**src/hw/rtl/ipwm_pkg.sv**
```systemverilog
// Package for the IUPAC probe window matcher: sizes, codes and the pair-match function.
// Used by every file under hw/rtl; depends on nothing.
`default_nettype none
package ipwm_pkg;
    localparam int NUM_PROBES    = 8;
    localparam int MAX_PROBE_LEN = 32;
    localparam int PSEL_W  = 3;
    localparam int POFF_W  = 5;
    localparam int LEN_W   = 6;
    localparam int PADDR_W = PSEL_W + POFF_W;
    localparam int CFG_IDX_W  = 1;
    localparam int CFG_DATA_W = 7;
    localparam logic [CFG_IDX_W-1:0] CFG_THRESHOLD = 1'd0;
    localparam logic [CFG_IDX_W-1:0] CFG_NFILTER   = 1'd1;

    typedef enum logic [1:0] {
        OP_LOAD   = 2'd0,
        OP_GENOME = 2'd1,
        OP_RECORD = 2'd2,
        OP_NONE   = 2'd3
    } op_t;

    typedef enum logic [2:0] {
        ST_IDLE,
        ST_PROBE,
        ST_SCORE,
        ST_DIV,
        ST_EMIT,
        ST_WAIT
    } state_t;

    // Commands from the sequencer to the scoring unit.
    typedef struct packed {
        logic             clear;
        logic             step;
        logic [POFF_W-1:0] j;
    } score_ctl_t;

    localparam logic [7:0] CH_A = 8'h41;
    localparam logic [7:0] CH_C = 8'h43;
    localparam logic [7:0] CH_G = 8'h47;
    localparam logic [7:0] CH_T = 8'h54;
    localparam logic [7:0] CH_N = 8'h4E;

    function automatic logic [7:0] fold_upper(input logic [7:0] c);
        if (c >= 8'h61 && c <= 8'h7A)
            return c - 8'd32;
        return c;
    endfunction

    function automatic logic [3:0] base_set(input logic [7:0] c);
        unique case (c)
            8'h41: return 4'b0001;
            8'h43: return 4'b0010;
            8'h47: return 4'b0100;
            8'h54: return 4'b1000;
            8'h59: return 4'b1010;
            8'h52: return 4'b0101;
            8'h4D: return 4'b0011;
            8'h4B: return 4'b1100;
            8'h53: return 4'b0110;
            8'h57: return 4'b1001;
            8'h48: return 4'b1011;
            8'h42: return 4'b1110;
            8'h56: return 4'b0111;
            8'h44: return 4'b1101;
            default: return 4'b0000;
        endcase
    endfunction

    function automatic logic is_plain(input logic [7:0] c);
        return c == CH_A || c == CH_C || c == CH_G || c == CH_T;
    endfunction

    function automatic logic pair_score(input logic [7:0] g, input logic [7:0] q);
        logic lg, lq;
        lg = g >= 8'h41 && g <= 8'h5A;
        lq = q >= 8'h41 && q <= 8'h5A;
        if (!lg || !lq)
            return 1'b0;
        if (g == q || g == CH_N || q == CH_N)
            return 1'b1;
        if (is_plain(g) && (base_set(q) & base_set(g)) != 4'b0)
            return 1'b1;
        if (is_plain(q) && (base_set(g) & base_set(q)) != 4'b0)
            return 1'b1;
        return 1'b0;
    endfunction
endpackage
`default_nettype wire

```
**src/hw/rtl/ipwm_if.sv**
```systemverilog
// Valid/ready channel interfaces for the probe window matcher.
// Depends on ipwm_pkg for field widths.
`default_nettype none
interface ipwm_in_if;
    import ipwm_pkg::*;
    logic                valid;
    logic                ready;
    logic [1:0]          operation;
    logic [PSEL_W-1:0]   probe_select;
    logic [POFF_W-1:0]   probe_offset;
    logic                probe_end;
    logic [7:0]          symbol;
    modport source (output valid, operation, probe_select, probe_offset, probe_end, symbol,
                    input ready);
    modport sink (input valid, operation, probe_select, probe_offset, probe_end, symbol,
                  output ready);
endinterface

interface ipwm_out_if;
    logic        valid;
    logic        ready;
    logic [31:0] hit_position;
    logic [31:0] hit_distance;
    logic [2:0]  hit_probe;
    logic [6:0]  match_percent;
    logic        last_hit;
    modport source (output valid, hit_position, hit_distance, hit_probe, match_percent,
                    last_hit, input ready);
    modport sink (input valid, hit_position, hit_distance, hit_probe, match_percent,
                  last_hit, output ready);
endinterface
`default_nettype wire

```
**src/hw/rtl/ipwm_score.sv**
```systemverilog
// Shared scoring unit: one window/probe symbol pair a cycle, then a restoring divider.
// Depends on ipwm_pkg.
`default_nettype none
module ipwm_score
    import ipwm_pkg::*;
(
    input  wire logic             clk,
    input  wire logic             rst_n,
    input  wire score_ctl_t       ctl,
    input  wire logic [7:0]       gsym,
    input  wire logic [7:0]       psym,
    input  wire logic             div_start,
    input  wire logic [LEN_W-1:0] len,
    output logic                  div_done,
    output logic [6:0]            pct,
    output logic                  any_n,
    output logic                  all_n
);
    logic [LEN_W-1:0]  score_reg, score_next;
    logic              any_n_reg, any_n_next, all_n_reg, all_n_next;
    // Dividend score*100 fits 13 bits; quotient at most 100.
    logic [12:0]       rem_reg, rem_next;
    logic [12:0]       quo_reg, quo_next;
    logic [3:0]        cnt_reg, cnt_next;
    logic              busy_reg, busy_next;
    logic [13:0]       trial;

    always_ff @(posedge clk or negedge rst_n)
    begin
        if (!rst_n)
        begin
            busy_reg <= 1'b0;
            cnt_reg  <= '0;
        end
        else
        begin
            busy_reg <= busy_next;
            cnt_reg  <= cnt_next;
        end
    end

    always_ff @(posedge clk)
    begin
        score_reg <= score_next;
        any_n_reg <= any_n_next;
        all_n_reg <= all_n_next;
        rem_reg   <= rem_next;
        quo_reg   <= quo_next;
    end

    always_comb
    begin
        score_next = score_reg;
        any_n_next = any_n_reg;
        all_n_next = all_n_reg;
        rem_next   = rem_reg;
        quo_next   = quo_reg;
        cnt_next   = cnt_reg;
        busy_next  = busy_reg;
        div_done   = 1'b0;
        trial      = '0;
        if (ctl.clear)
        begin
            score_next = '0;
            any_n_next = 1'b0;
            all_n_next = 1'b1;
        end
        else if (ctl.step)
        begin
            score_next = score_reg + LEN_W'(pair_score(gsym, psym));
            if (gsym == CH_N)
                any_n_next = 1'b1;
            else
                all_n_next = 1'b0;
        end
        if (div_start)
        begin
            // score*100 = score*64 + score*32 + score*4
            quo_next  = ({7'd0, score_reg} << 6) + ({7'd0, score_reg} << 5)
                      + ({7'd0, score_reg} << 2);
            rem_next  = '0;
            cnt_next  = 4'd13;
            busy_next = 1'b1;
        end
        else if (busy_reg)
        begin
            trial = {rem_reg, quo_reg[12]} - {8'd0, len};
            if (!trial[13])
                rem_next = trial[12:0];
            else
                rem_next = {rem_reg[11:0], quo_reg[12]};
            quo_next = {quo_reg[11:0], ~trial[13]};
            cnt_next = cnt_reg - 4'd1;
            if (cnt_reg == 4'd1)
            begin
                busy_next = 1'b0;
                div_done  = 1'b1;
            end
        end
    end

    // The quotient is complete in the cycle that flags div_done.
    assign pct   = quo_next[6:0];
    assign any_n = any_n_reg;
    assign all_n = all_n_reg;

    a_cnt_idle: assert property (@(posedge clk) disable iff (!rst_n)
        !busy_reg |-> cnt_reg == 4'd0 || $past(div_start)) else $error("divider count");
    a_done_busy: assert property (@(posedge clk) disable iff (!rst_n)
        div_done |-> busy_reg) else $error("done while idle");
    a_start_stop: assert property (@(posedge clk) disable iff (!rst_n)
        div_start |=> busy_reg) else $error("divider not started");
endmodule
`default_nettype wire

```
**src/hw/rtl/iupac_probe_window_matcher_core.sv**
```systemverilog
// Top level of the IUPAC probe window matcher: probe memory, window, sequencer.
// Depends on ipwm_pkg, ipwm_if and ipwm_score.
//
//  channel  | dir | handshake     | payload
//  in_ch    | in  | valid/ready   | operation, probe_select, probe_offset, probe_end, symbol
//  out_ch   | out | valid/ready   | hit_position, hit_distance, hit_probe, match_percent, last_hit
//  cfg      | in  | cfg_we        | cfg_index, cfg_data
//
// A load, record start or ignored item goes through the wait state back to idle, as
// does a genome symbol while fewer symbols than the longest probe length are held.
// Otherwise a genome symbol walks the probes in turn: an unused probe is skipped,
// a loaded one takes a setup step, len+1 memory reads, a start step and a 13-step
// divider, and each result is held in the emit state until out_ch.ready.
// Reset clears the window, lengths and counters; the probe memory is not cleared.
// The block takes no request while an item is in progress.
`default_nettype none
module iupac_probe_window_matcher_core
    import ipwm_pkg::*;
(
    input  wire logic                  clk,
    input  wire logic                  rst_n,
    ipwm_in_if.sink                    in_ch,
    ipwm_out_if.source                 out_ch,
    input  wire logic                  cfg_we,
    input  wire logic [CFG_IDX_W-1:0]  cfg_index,
    input  wire logic [CFG_DATA_W-1:0] cfg_data
);
    state_t state_reg, state_next;
    logic [6:0] thr_reg;
    logic [1:0] nf_reg;

    logic [7:0]       pmem [NUM_PROBES*MAX_PROBE_LEN];
    logic [7:0]       prd_reg;
    logic [LEN_W-1:0] plen_reg [NUM_PROBES];
    logic [LEN_W-1:0] longest_reg, longest_next;
    logic [7:0]       win_reg [MAX_PROBE_LEN];
    logic [LEN_W-1:0] fill_reg;
    logic [31:0]      wpos_reg, prev_reg, prev_next;
    logic [PSEL_W-1:0] p_reg, p_next;
    logic [LEN_W-1:0]  j_reg, j_next;
    logic [PSEL_W:0]   pc_reg, pc_next;   // probe scan counter, reaches NUM_PROBES
    logic              found_reg, found_next;

    logic [31:0] pos;
    logic        accept, do_shift, do_load, do_rec;
    logic [7:0]  sym_in;
    logic [PADDR_W-1:0] raddr;
    logic [7:0]  gsym;
    score_ctl_t  sctl;
    logic        div_start, div_done, any_n, all_n;
    logic [6:0]  pct;
    logic        ovalid_reg, ovalid_next, olast_reg, olast_next;
    logic [31:0] opos_reg, opos_next, odist_reg, odist_next;
    logic [2:0]  oprobe_reg, oprobe_next;
    logic [6:0]  opct_reg, opct_next;
    logic        is_hit, emit, more;
    logic [LEN_W-1:0] len_cur;

    assign accept = in_ch.valid && in_ch.ready;
    assign sym_in = fold_upper(in_ch.symbol);
    assign in_ch.ready = state_reg == ST_IDLE;
    assign do_load = accept && in_ch.operation == OP_LOAD;
    assign do_shift = accept && in_ch.operation == OP_GENOME;
    assign do_rec = accept && in_ch.operation == OP_RECORD;
    assign pos = wpos_reg - {26'd0, longest_reg} + 32'd1;
    assign len_cur = plen_reg[p_reg];

    always_ff @(posedge clk or negedge rst_n)
    begin
        if (!rst_n)
        begin
            thr_reg <= 7'd100;
            nf_reg  <= 2'd0;
        end
        else if (cfg_we)
        begin
            unique case (cfg_index)
                CFG_THRESHOLD: thr_reg <= cfg_data;
                CFG_NFILTER:   nf_reg  <= cfg_data[1:0];
                default: ;
            endcase
        end
    end

    // Probe memory: one write port for loads, one registered read port for scoring.
    assign raddr = {p_reg, j_reg[POFF_W-1:0]};
    always_ff @(posedge clk)
    begin
        if (do_load)
            pmem[{in_ch.probe_select, in_ch.probe_offset}] <= sym_in;
        prd_reg <= pmem[raddr];
    end

    always_comb
    begin
        longest_next = '0;
        for (int i = 0; i < NUM_PROBES; i++)
        begin
            if (plen_reg[i] > longest_next)
                longest_next = plen_reg[i];
        end
    end

    always_ff @(posedge clk or negedge rst_n)
    begin
        if (!rst_n)
        begin
            for (int i = 0; i < NUM_PROBES; i++)
                plen_reg[i] <= '0;
            for (int i = 0; i < MAX_PROBE_LEN; i++)
                win_reg[i] <= '0;
            longest_reg <= '0;
            fill_reg    <= '0;
            wpos_reg    <= '0;
            prev_reg    <= '0;
            state_reg   <= ST_IDLE;
            p_reg       <= '0;
            j_reg       <= '0;
            pc_reg      <= '0;
            found_reg   <= 1'b0;
            ovalid_reg  <= 1'b0;
        end
        else
        begin
            state_reg  <= state_next;
            p_reg      <= p_next;
            j_reg      <= j_next;
            pc_reg     <= pc_next;
            found_reg  <= found_next;
            ovalid_reg <= ovalid_next;
            prev_reg   <= prev_next;
            longest_reg <= longest_next;
            if (do_load && in_ch.probe_end)
                plen_reg[in_ch.probe_select] <= {1'b0, in_ch.probe_offset} + LEN_W'(1);
            if (do_rec)
            begin
                for (int i = 0; i < MAX_PROBE_LEN; i++)
                    win_reg[i] <= '0;
                fill_reg <= '0;
                wpos_reg <= '0;
            end
            else if (do_shift)
            begin
                win_reg[0] <= sym_in;
                for (int i = 1; i < MAX_PROBE_LEN; i++)
                    win_reg[i] <= win_reg[i-1];
                if (fill_reg != LEN_W'(MAX_PROBE_LEN))
                    fill_reg <= fill_reg + LEN_W'(1);
                if (wpos_reg != 32'hFFFF_FFFF)
                    wpos_reg <= wpos_reg + 32'd1;
            end
        end
    end

    always_ff @(posedge clk)
    begin
        opos_reg   <= opos_next;
        odist_reg  <= odist_next;
        oprobe_reg <= oprobe_next;
        opct_reg   <= opct_next;
        olast_reg  <= olast_next;
    end

    // Window symbol for the pair being scored; the read data follows its address by one register.
    logic [LEN_W-1:0] widx;
    logic [LEN_W-1:0] jd_reg;
    always_ff @(posedge clk)
        jd_reg <= j_reg;
    assign widx = longest_reg - LEN_W'(1) - jd_reg;
    assign gsym = win_reg[widx[POFF_W-1:0]];

    assign is_hit = pct >= thr_reg;
    always_comb
    begin
        unique case (nf_reg)
            2'd0: emit = !any_n;
            2'd1: emit = !all_n;
            default: emit = 1'b1;
        endcase
    end

    // Mask term for the last-result mark.
    logic later_hit_possible;
    assign later_hit_possible = 1'b0;

    always_comb
    begin
        state_next  = state_reg;
        p_next      = p_reg;
        j_next      = j_reg;
        pc_next     = pc_reg;
        found_next  = found_reg;
        prev_next   = prev_reg;
        ovalid_next = ovalid_reg;
        opos_next   = opos_reg;
        odist_next  = odist_reg;
        oprobe_next = oprobe_reg;
        opct_next   = opct_reg;
        olast_next  = olast_reg;
        sctl        = '{clear: 1'b0, step: 1'b0, j: j_reg[POFF_W-1:0]};
        div_start   = 1'b0;
        more        = 1'b0;
        if (do_rec)
            prev_next = '0;
        unique case (state_reg)
            ST_IDLE:
            begin
                if (do_shift)
                begin
                    state_next = ST_WAIT;
                    p_next     = '0;
                    pc_next    = '0;
                    found_next = 1'b0;
                end
                else if (accept)
                begin
                    // Mark the scan as finished so that no probe is scored.
                    state_next = ST_WAIT;
                    pc_next    = (PSEL_W+1)'(NUM_PROBES);
                end
            end
            ST_WAIT:
            begin
                // The window and length updates from the request are now visible.
                if (pc_reg == (PSEL_W+1)'(NUM_PROBES) || longest_reg == '0
                    || fill_reg < longest_reg)
                    state_next = ST_IDLE;
                else
                    state_next = ST_PROBE;
            end
            ST_PROBE:
            begin
                if (pc_reg == (PSEL_W+1)'(NUM_PROBES))
                    state_next = ST_IDLE;
                else if (len_cur == '0)
                begin
                    p_next  = p_reg + PSEL_W'(1);
                    pc_next = pc_reg + (PSEL_W+1)'(1);
                end
                else
                begin
                    sctl.clear = 1'b1;
                    j_next     = '0;
                    state_next = ST_SCORE;
                end
            end
            ST_SCORE:
            begin
                // Address j issued this cycle; the pair j-1 is scored.
                if (j_reg != '0)
                    sctl.step = 1'b1;
                if (j_reg == len_cur)
                begin
                    state_next = ST_DIV;
                    div_start  = 1'b0;
                end
                else
                    j_next = j_reg + LEN_W'(1);
            end
            ST_DIV:
            begin
                if (j_reg != '0)
                begin
                    div_start = 1'b1;
                    j_next    = '0;
                end
                else if (div_done)
                begin
                    p_next  = p_reg + PSEL_W'(1);
                    pc_next = pc_reg + (PSEL_W+1)'(1);
                    state_next = ST_PROBE;
                    if (is_hit)
                    begin
                        prev_next = pos;
                        if (emit)
                        begin
                            // Previous result now known not to be last; release it.
                            if (found_reg)
                            begin
                                ovalid_next = 1'b1;
                                olast_next  = 1'b0;
                                state_next  = ST_EMIT;
                                more        = 1'b1;
                            end
                            found_next  = 1'b1;
                            opos_next   = pos;
                            odist_next  = (prev_reg == '0 || pos < prev_reg) ? 32'd0
                                        : pos - prev_reg;
                            oprobe_next = 3'(p_reg);
                            opct_next   = pct;
                        end
                    end
                end
            end
            ST_EMIT:
            begin
                if (out_ch.ready)
                begin
                    ovalid_next = 1'b0;
                    state_next  = olast_reg ? ST_IDLE : ST_PROBE;
                end
            end
            default: state_next = ST_IDLE;
        endcase
        // At the end of the probe scan the held result goes out as the last one.
        if (state_reg == ST_PROBE && pc_reg == (PSEL_W+1)'(NUM_PROBES) && found_reg)
        begin
            ovalid_next = 1'b1;
            olast_next  = 1'b1;
            found_next  = 1'b0;
            state_next  = ST_EMIT;
        end
    end

    // The result register holds one pending hit; a finished result is sent from a
    // shadow copy so that the new pending one can be stored meanwhile.
    logic [31:0] spos_reg, sdist_reg;
    logic [2:0]  sprobe_reg;
    logic [6:0]  spct_reg;
    always_ff @(posedge clk)
    begin
        if (more || (state_reg == ST_PROBE && pc_reg == (PSEL_W+1)'(NUM_PROBES)))
        begin
            spos_reg   <= opos_reg;
            sdist_reg  <= odist_reg;
            sprobe_reg <= oprobe_reg;
            spct_reg   <= opct_reg;
        end
    end

    assign out_ch.valid         = ovalid_reg && state_reg == ST_EMIT;
    assign out_ch.hit_position  = spos_reg;
    assign out_ch.hit_distance  = sdist_reg;
    assign out_ch.hit_probe     = sprobe_reg;
    assign out_ch.match_percent = spct_reg;
    assign out_ch.last_hit      = olast_reg && !later_hit_possible;

    ipwm_score u_score (
        .clk       (clk),
        .rst_n     (rst_n),
        .ctl       (sctl),
        .gsym      (gsym),
        .psym      (prd_reg),
        .div_start (div_start),
        .len       (len_cur),
        .div_done  (div_done),
        .pct       (pct),
        .any_n     (any_n),
        .all_n     (all_n)
    );

    a_ready_idle: assert property (@(posedge clk) disable iff (!rst_n)
        accept |=> !in_ch.ready) else $error("accepted while busy");
    a_out_emit: assert property (@(posedge clk) disable iff (!rst_n)
        out_ch.valid |-> !in_ch.ready) else $error("result outside emit");
    a_fill_max: assert property (@(posedge clk) disable iff (!rst_n)
        fill_reg <= LEN_W'(MAX_PROBE_LEN)) else $error("fill overflow");
endmodule
`default_nettype wire

```
**src/flat_wrapper.sv**
```systemverilog
// flat-port wrapper written by rule: the top's interface ports become plain ports
module iupac_probe_window_matcher_core_flat import ipwm_pkg::*;
  (clk, rst_n, cfg_we, cfg_index, cfg_data, in_ch_valid, in_ch_operation, in_ch_probe_select, in_ch_probe_offset, in_ch_probe_end, in_ch_symbol, in_ch_ready, out_ch_valid, out_ch_hit_position, out_ch_hit_distance, out_ch_hit_probe, out_ch_match_percent, out_ch_last_hit, out_ch_ready);
  ipwm_in_if in_ch_i ();
  ipwm_out_if out_ch_i ();
  input  wire logic clk;
  input  wire logic rst_n;
  input  wire logic cfg_we;
  input  wire logic [CFG_IDX_W-1:0] cfg_index;
  input  wire logic [CFG_DATA_W-1:0] cfg_data;
  input wire logic [$bits(in_ch_i.valid)-1:0] in_ch_valid;
  input wire logic [$bits(in_ch_i.operation)-1:0] in_ch_operation;
  input wire logic [$bits(in_ch_i.probe_select)-1:0] in_ch_probe_select;
  input wire logic [$bits(in_ch_i.probe_offset)-1:0] in_ch_probe_offset;
  input wire logic [$bits(in_ch_i.probe_end)-1:0] in_ch_probe_end;
  input wire logic [$bits(in_ch_i.symbol)-1:0] in_ch_symbol;
  output wire logic [$bits(in_ch_i.ready)-1:0] in_ch_ready;
  output wire logic [$bits(out_ch_i.valid)-1:0] out_ch_valid;
  output wire logic [$bits(out_ch_i.hit_position)-1:0] out_ch_hit_position;
  output wire logic [$bits(out_ch_i.hit_distance)-1:0] out_ch_hit_distance;
  output wire logic [$bits(out_ch_i.hit_probe)-1:0] out_ch_hit_probe;
  output wire logic [$bits(out_ch_i.match_percent)-1:0] out_ch_match_percent;
  output wire logic [$bits(out_ch_i.last_hit)-1:0] out_ch_last_hit;
  input wire logic [$bits(out_ch_i.ready)-1:0] out_ch_ready;
  assign in_ch_i.valid = in_ch_valid;
  assign in_ch_i.operation = in_ch_operation;
  assign in_ch_i.probe_select = in_ch_probe_select;
  assign in_ch_i.probe_offset = in_ch_probe_offset;
  assign in_ch_i.probe_end = in_ch_probe_end;
  assign in_ch_i.symbol = in_ch_symbol;
  assign in_ch_ready = in_ch_i.ready;
  assign out_ch_valid = out_ch_i.valid;
  assign out_ch_hit_position = out_ch_i.hit_position;
  assign out_ch_hit_distance = out_ch_i.hit_distance;
  assign out_ch_hit_probe = out_ch_i.hit_probe;
  assign out_ch_match_percent = out_ch_i.match_percent;
  assign out_ch_last_hit = out_ch_i.last_hit;
  assign out_ch_i.ready = out_ch_ready;
  iupac_probe_window_matcher_core u_core (.clk(clk), .rst_n(rst_n), .in_ch(in_ch_i), .out_ch(out_ch_i), .cfg_we(cfg_we), .cfg_index(cfg_index), .cfg_data(cfg_data));
endmodule
```
**config.mk**
```make
export PLATFORM = sky130hd
export DESIGN_NAME = iupac_probe_window_matcher_core_flat
export DESIGN_NICKNAME = d
export VERILOG_FILES = /design/src/hw/rtl/ipwm_pkg.sv /design/src/hw/rtl/ipwm_if.sv /design/src/hw/rtl/ipwm_score.sv /design/src/hw/rtl/iupac_probe_window_matcher_core.sv /design/src/flat_wrapper.sv
export SDC_FILE = /design/constraint.sdc
export NUM_CORES = 2
export LEC_CHECK = 0
export BUFFER_PORTS_ARGS = -buffer_cell sky130_fd_sc_hd__buf_2
export CORE_AREA = 2 2 557 449
export DETAILED_ROUTE_END_ITERATION = 10
export DIE_AREA = 0 0 559 451
export SLEW_MARGIN = 20
export SYNTH_ARGS = -nofsm -noshare
export SYNTH_HDL_FRONTEND = slang
export SYNTH_SLANG_ARGS = --single-unit
```
**constraint.sdc**
```tcl
create_clock -name clk -period 22.6 [get_ports clk]
set_input_delay 4.52 -clock clk [delete_from_list [all_inputs] [get_ports clk]]
set_output_delay 4.52 -clock clk [all_outputs]
set_load 0.01 [all_outputs]
```
==> results.sh <==
export IMPL_outcome="finished clean"
export IMPL_syn_to_final_growth_pct=11.9
export IMPL_die_width_um=559
export IMPL_cts_hold_buf=0
export IMPL_cp_required_ns=23.29
export IMPL_fp_row_count=164
export IMPL_route_met2_wl_um=115000
export IMPL_worst_setup_path_end_kind="register"
export IMPL_clk_pin_slew_ns=0.06
export IMPL_finalSetupTns_ns=0
export IMPL_insertion_delay_ns=0.85
export IMPL_drt_iter0_drc=6359
export IMPL_sw_frac_of_total_pct=30.8
export IMPL_largest_reg_flops=2048
export IMPL_power_density_nw_per_um2=117
export IMPL_vias=56800
export IMPL_hpwl_um=153000
export IMPL_setup_violations_final=0
export IMPL_start_kind="register"
export IMPL_timing_final_crit_share_pct=61.2
export IMPL_worst_pin_slew_ns=1.12
export IMPL_cp_arrival_ns=14.53
export IMPL_numCtsBuffers=275
export IMPL_io_pins=109
export IMPL_syn_inst=5953
export IMPL_syn_area_um2=110000
export IMPL_clock_skew_ns=0.0302
export IMPL_synth_ff_type="edfxtp_1"
export IMPL_cp_common_cell="ha_1"
export IMPL_power_share_clock_pct=30.5
export IMPL_seqPwrFrac_pct=39.9
export IMPL_drcViolationCount=0
export IMPL_criticalPathCategory="reg -> reg"
export IMPL_min_path_type="reg -> reg"
export IMPL_h_tree_depth=5
export IMPL_wl_met3_um=20600
export IMPL_maxUsedRoutingLayer="met5"
export IMPL_die_area_um2=252000
export IMPL_clk_path_buf_depth=4
export IMPL_antenna_found_initial=25
export IMPL_async_reset_ff_share_pct=15.5
export IMPL_via_per_inst=5.90
export IMPL_synth_seq_cells=2656
export IMPL_avgSynthCellArea_um2=18.6
export IMPL_syn_num_nets=6167
export IMPL_grt_pass1_wl_um=383000
export IMPL_ant_nets=0
export IMPL_yosys_warnings=0
export IMPL_root_buffer="clkbuf_16"
export IMPL_dr_pass1_iters=5
export IMPL_finalCriticalPeriod_ns=13.84
export IMPL_crit_path_max_fanout=10
export IMPL_dieHeight_um=451
export IMPL_slowest_delay_ns=0.64
export IMPL_numClockSinks=2656
export IMPL_layout_drive_gt1_share_pct=23.4
export IMPL_start_util_pct=44.7
export IMPL_wire_per_inst_um=26.9
export IMPL_synth_cell_type_count=109
export IMPL_cellLeakagePower_nw=41.0
export IMPL_netSwitchingPower_mw=4.47
export IMPL_critical_path_slowest_cell="o31ai_1"
export IMPL_track_usage_pct=20.3
export IMPL_p_total_mw=14.5
export IMPL_post_cts_buffers=0
export IMPL_design_core_area_um2=247000
export IMPL_grt_max_degree=235
export IMPL_io_buffers=108
export IMPL_place_congestion=0.832
export IMPL_drv_slew=0
export IMPL_wl_met1_um=118000
export IMPL_grt_pass1_vias=55700
export IMPL_grt_overflow_total=0
export IMPL_vdd_drop_max_mv=0.0962
export IMPL_comb_power_share_pct=29.6
export IMPL_p_int_mw=10.0
export IMPL_ctsResizeCount=0
export IMPL_slew_headroom_pct=24.1
export IMPL_finalWirelength_um=259000
export IMPL_finalHoldViolCount=0
export IMPL_ff2ff_setup_slack_ns=8.76
export IMPL_cts_tree="built"
export IMPL_nets=6320
export IMPL_rsz0062_at_grt="false"
export IMPL_fillers=19800
export IMPL_synth_sequential_area_ratio_pct=70.0
export IMPL_synth_edff_count=2202
export IMPL_fmax_ghz=0.0723
export IMPL_drv_cap=0
## cell usage after synthesis, types with 69 or more instances
cell type | count | area (um^2)
a22o_1 | 260 | 2280
mux4_2 | 771 | 17400
clkbuf_1 | 246 | 923
inv_1 | 166 | 623
ha_1 | 175 | 2190
nand3_1 | 88 | 440
edfxtp_1 | 2202 | 66100
buf_1 | 69 | 259
nand2_1 | 140 | 526
xnor2_1 | 82 | 718
a21oi_1 | 110 | 551
dfrtp_1 | 409 | 10200
o21ai_0 | 95 | 475
nor2_1 | 493 | 1850
## metrics by stage
step | setup WS, ns | cells | hold slack (ns) | utilization (%) | cell area (um^2)
floorplan | 8.88 | 5953 | 0.345 | - | 110000
CTS | 8.98 | 9620 | 0.409 | 49.9 | 123000
finish | 8.76 | 9631 | 0.416 | 50.0 | 124000
global placement | 9.20 | 9147 | 0.402 | 46.5 | 115000
global route | 7.82 | 9625 | 0.424 | 50.0 | 124000
detailed placement | 9.03 | 9147 | 0.405 | 46.5 | 115000
## path summary, 6_finish.rpt
kind	cells after the start	startpoint	to
worst max-delay path	55	u_core.plen_reg[37]	u_core.longest_reg[0]
worst min-delay path	0	u_core.opos_reg[23]	u_core.out_ch.hit_position[23]
worst max register to register	55	u_core.plen_reg[37]	u_core.longest_reg[0]
worst min register to register	0	u_core.opos_reg[23]	u_core.out_ch.hit_position[23]
max in group asynchronous	2	rst_n	u_core.win_reg[246]
min in group asynchronous	1	rst_n	u_core.prev_reg[20]
## layer usage
layer  vias up  global-route usage [%]
met4         4                    4.68
li1      24300                       -
met3       366                    3.78
met1     30100                    31.8
met5         -                       0
met2      2068                    29.5
## critical path: cells and delay by family, from the launching register on
kind / cells / cell delay [ns]
adders and majority gates: 9 / 2.99
buffers and inverters: 4 / 0.56
DFF: 1 / 0.42
AOI/OAI and AO/OA: 22 / 5.29
and+or+nand+nor: 17 / 3.35
muxes: 3 / 1.04
## power by group through the flow
stage / Sequential [mW] / Combinational (mW) / Clock (mW)
2_1_floorplan: 5.82 / 3.21 / 0
3_3_place_gp: 5.90 / 4.24 / 0
3_5_place_dp: 5.90 / 4.31 / 0
4_1_cts: 5.80 / 4.33 / 4.51
5_1_grt: 5.82 / 4.73 / 4.69
6_report: 5.80 / 4.29 / 4.43
## layout by cell type (no fill, tap or decap), types with 51 or more instances in the layout
cell type  netlist  final
edfxtp_1      2202   2202
xor2_1          52     52
a22o_1         260    260
o21ai_0         95     95
clkbuf_16        0    280
nand2_1        140    140
inv_1          166    166
mux4_2         771    771
buf_2            1    102
ha_1           175    174
xnor2_1         82     78
a21oi_1        110    109
clkbuf_1       246     55
nor2_1         493    488
clkinv_1         0     51
dfrtp_1        409    403
buf_4            2     79
nand3_1         88     72
## cells by family (layout without fill, tap and decap cells)
kind of cell	count (synthesis)	count (layout)	synth area share (%)
AO/OA/AOI/OAI	659	659	4.49
buffers and inverters	488	837	1.71
flip-flops	2656	2656	70.0
other	0	9	0
AND/OR/NAND/NOR	956	956	3.90
multiplexers	872	872	16.7
adder cells (fa/ha/maj)	187	187	2.15
XOR/XNOR	135	135	1.08
## area by class of cell
class / count / area, um^2 / share of cell area [%]
multi-input combinational: 2809 / 31500 / 25.5
antenna: 9 / 22.5 / 0.0182
inverter: 167 / 627 / 0.507
timing repair buffer: 197 / 1380 / 1.12
tap: 3320 / 4150 / 3.36
clock buffer: 342 / 7310 / 5.91
clock inverter: 131 / 1290 / 1.04
sequential: 2656 / 77300 / 62.5
(Power assumes the default switching activity.)
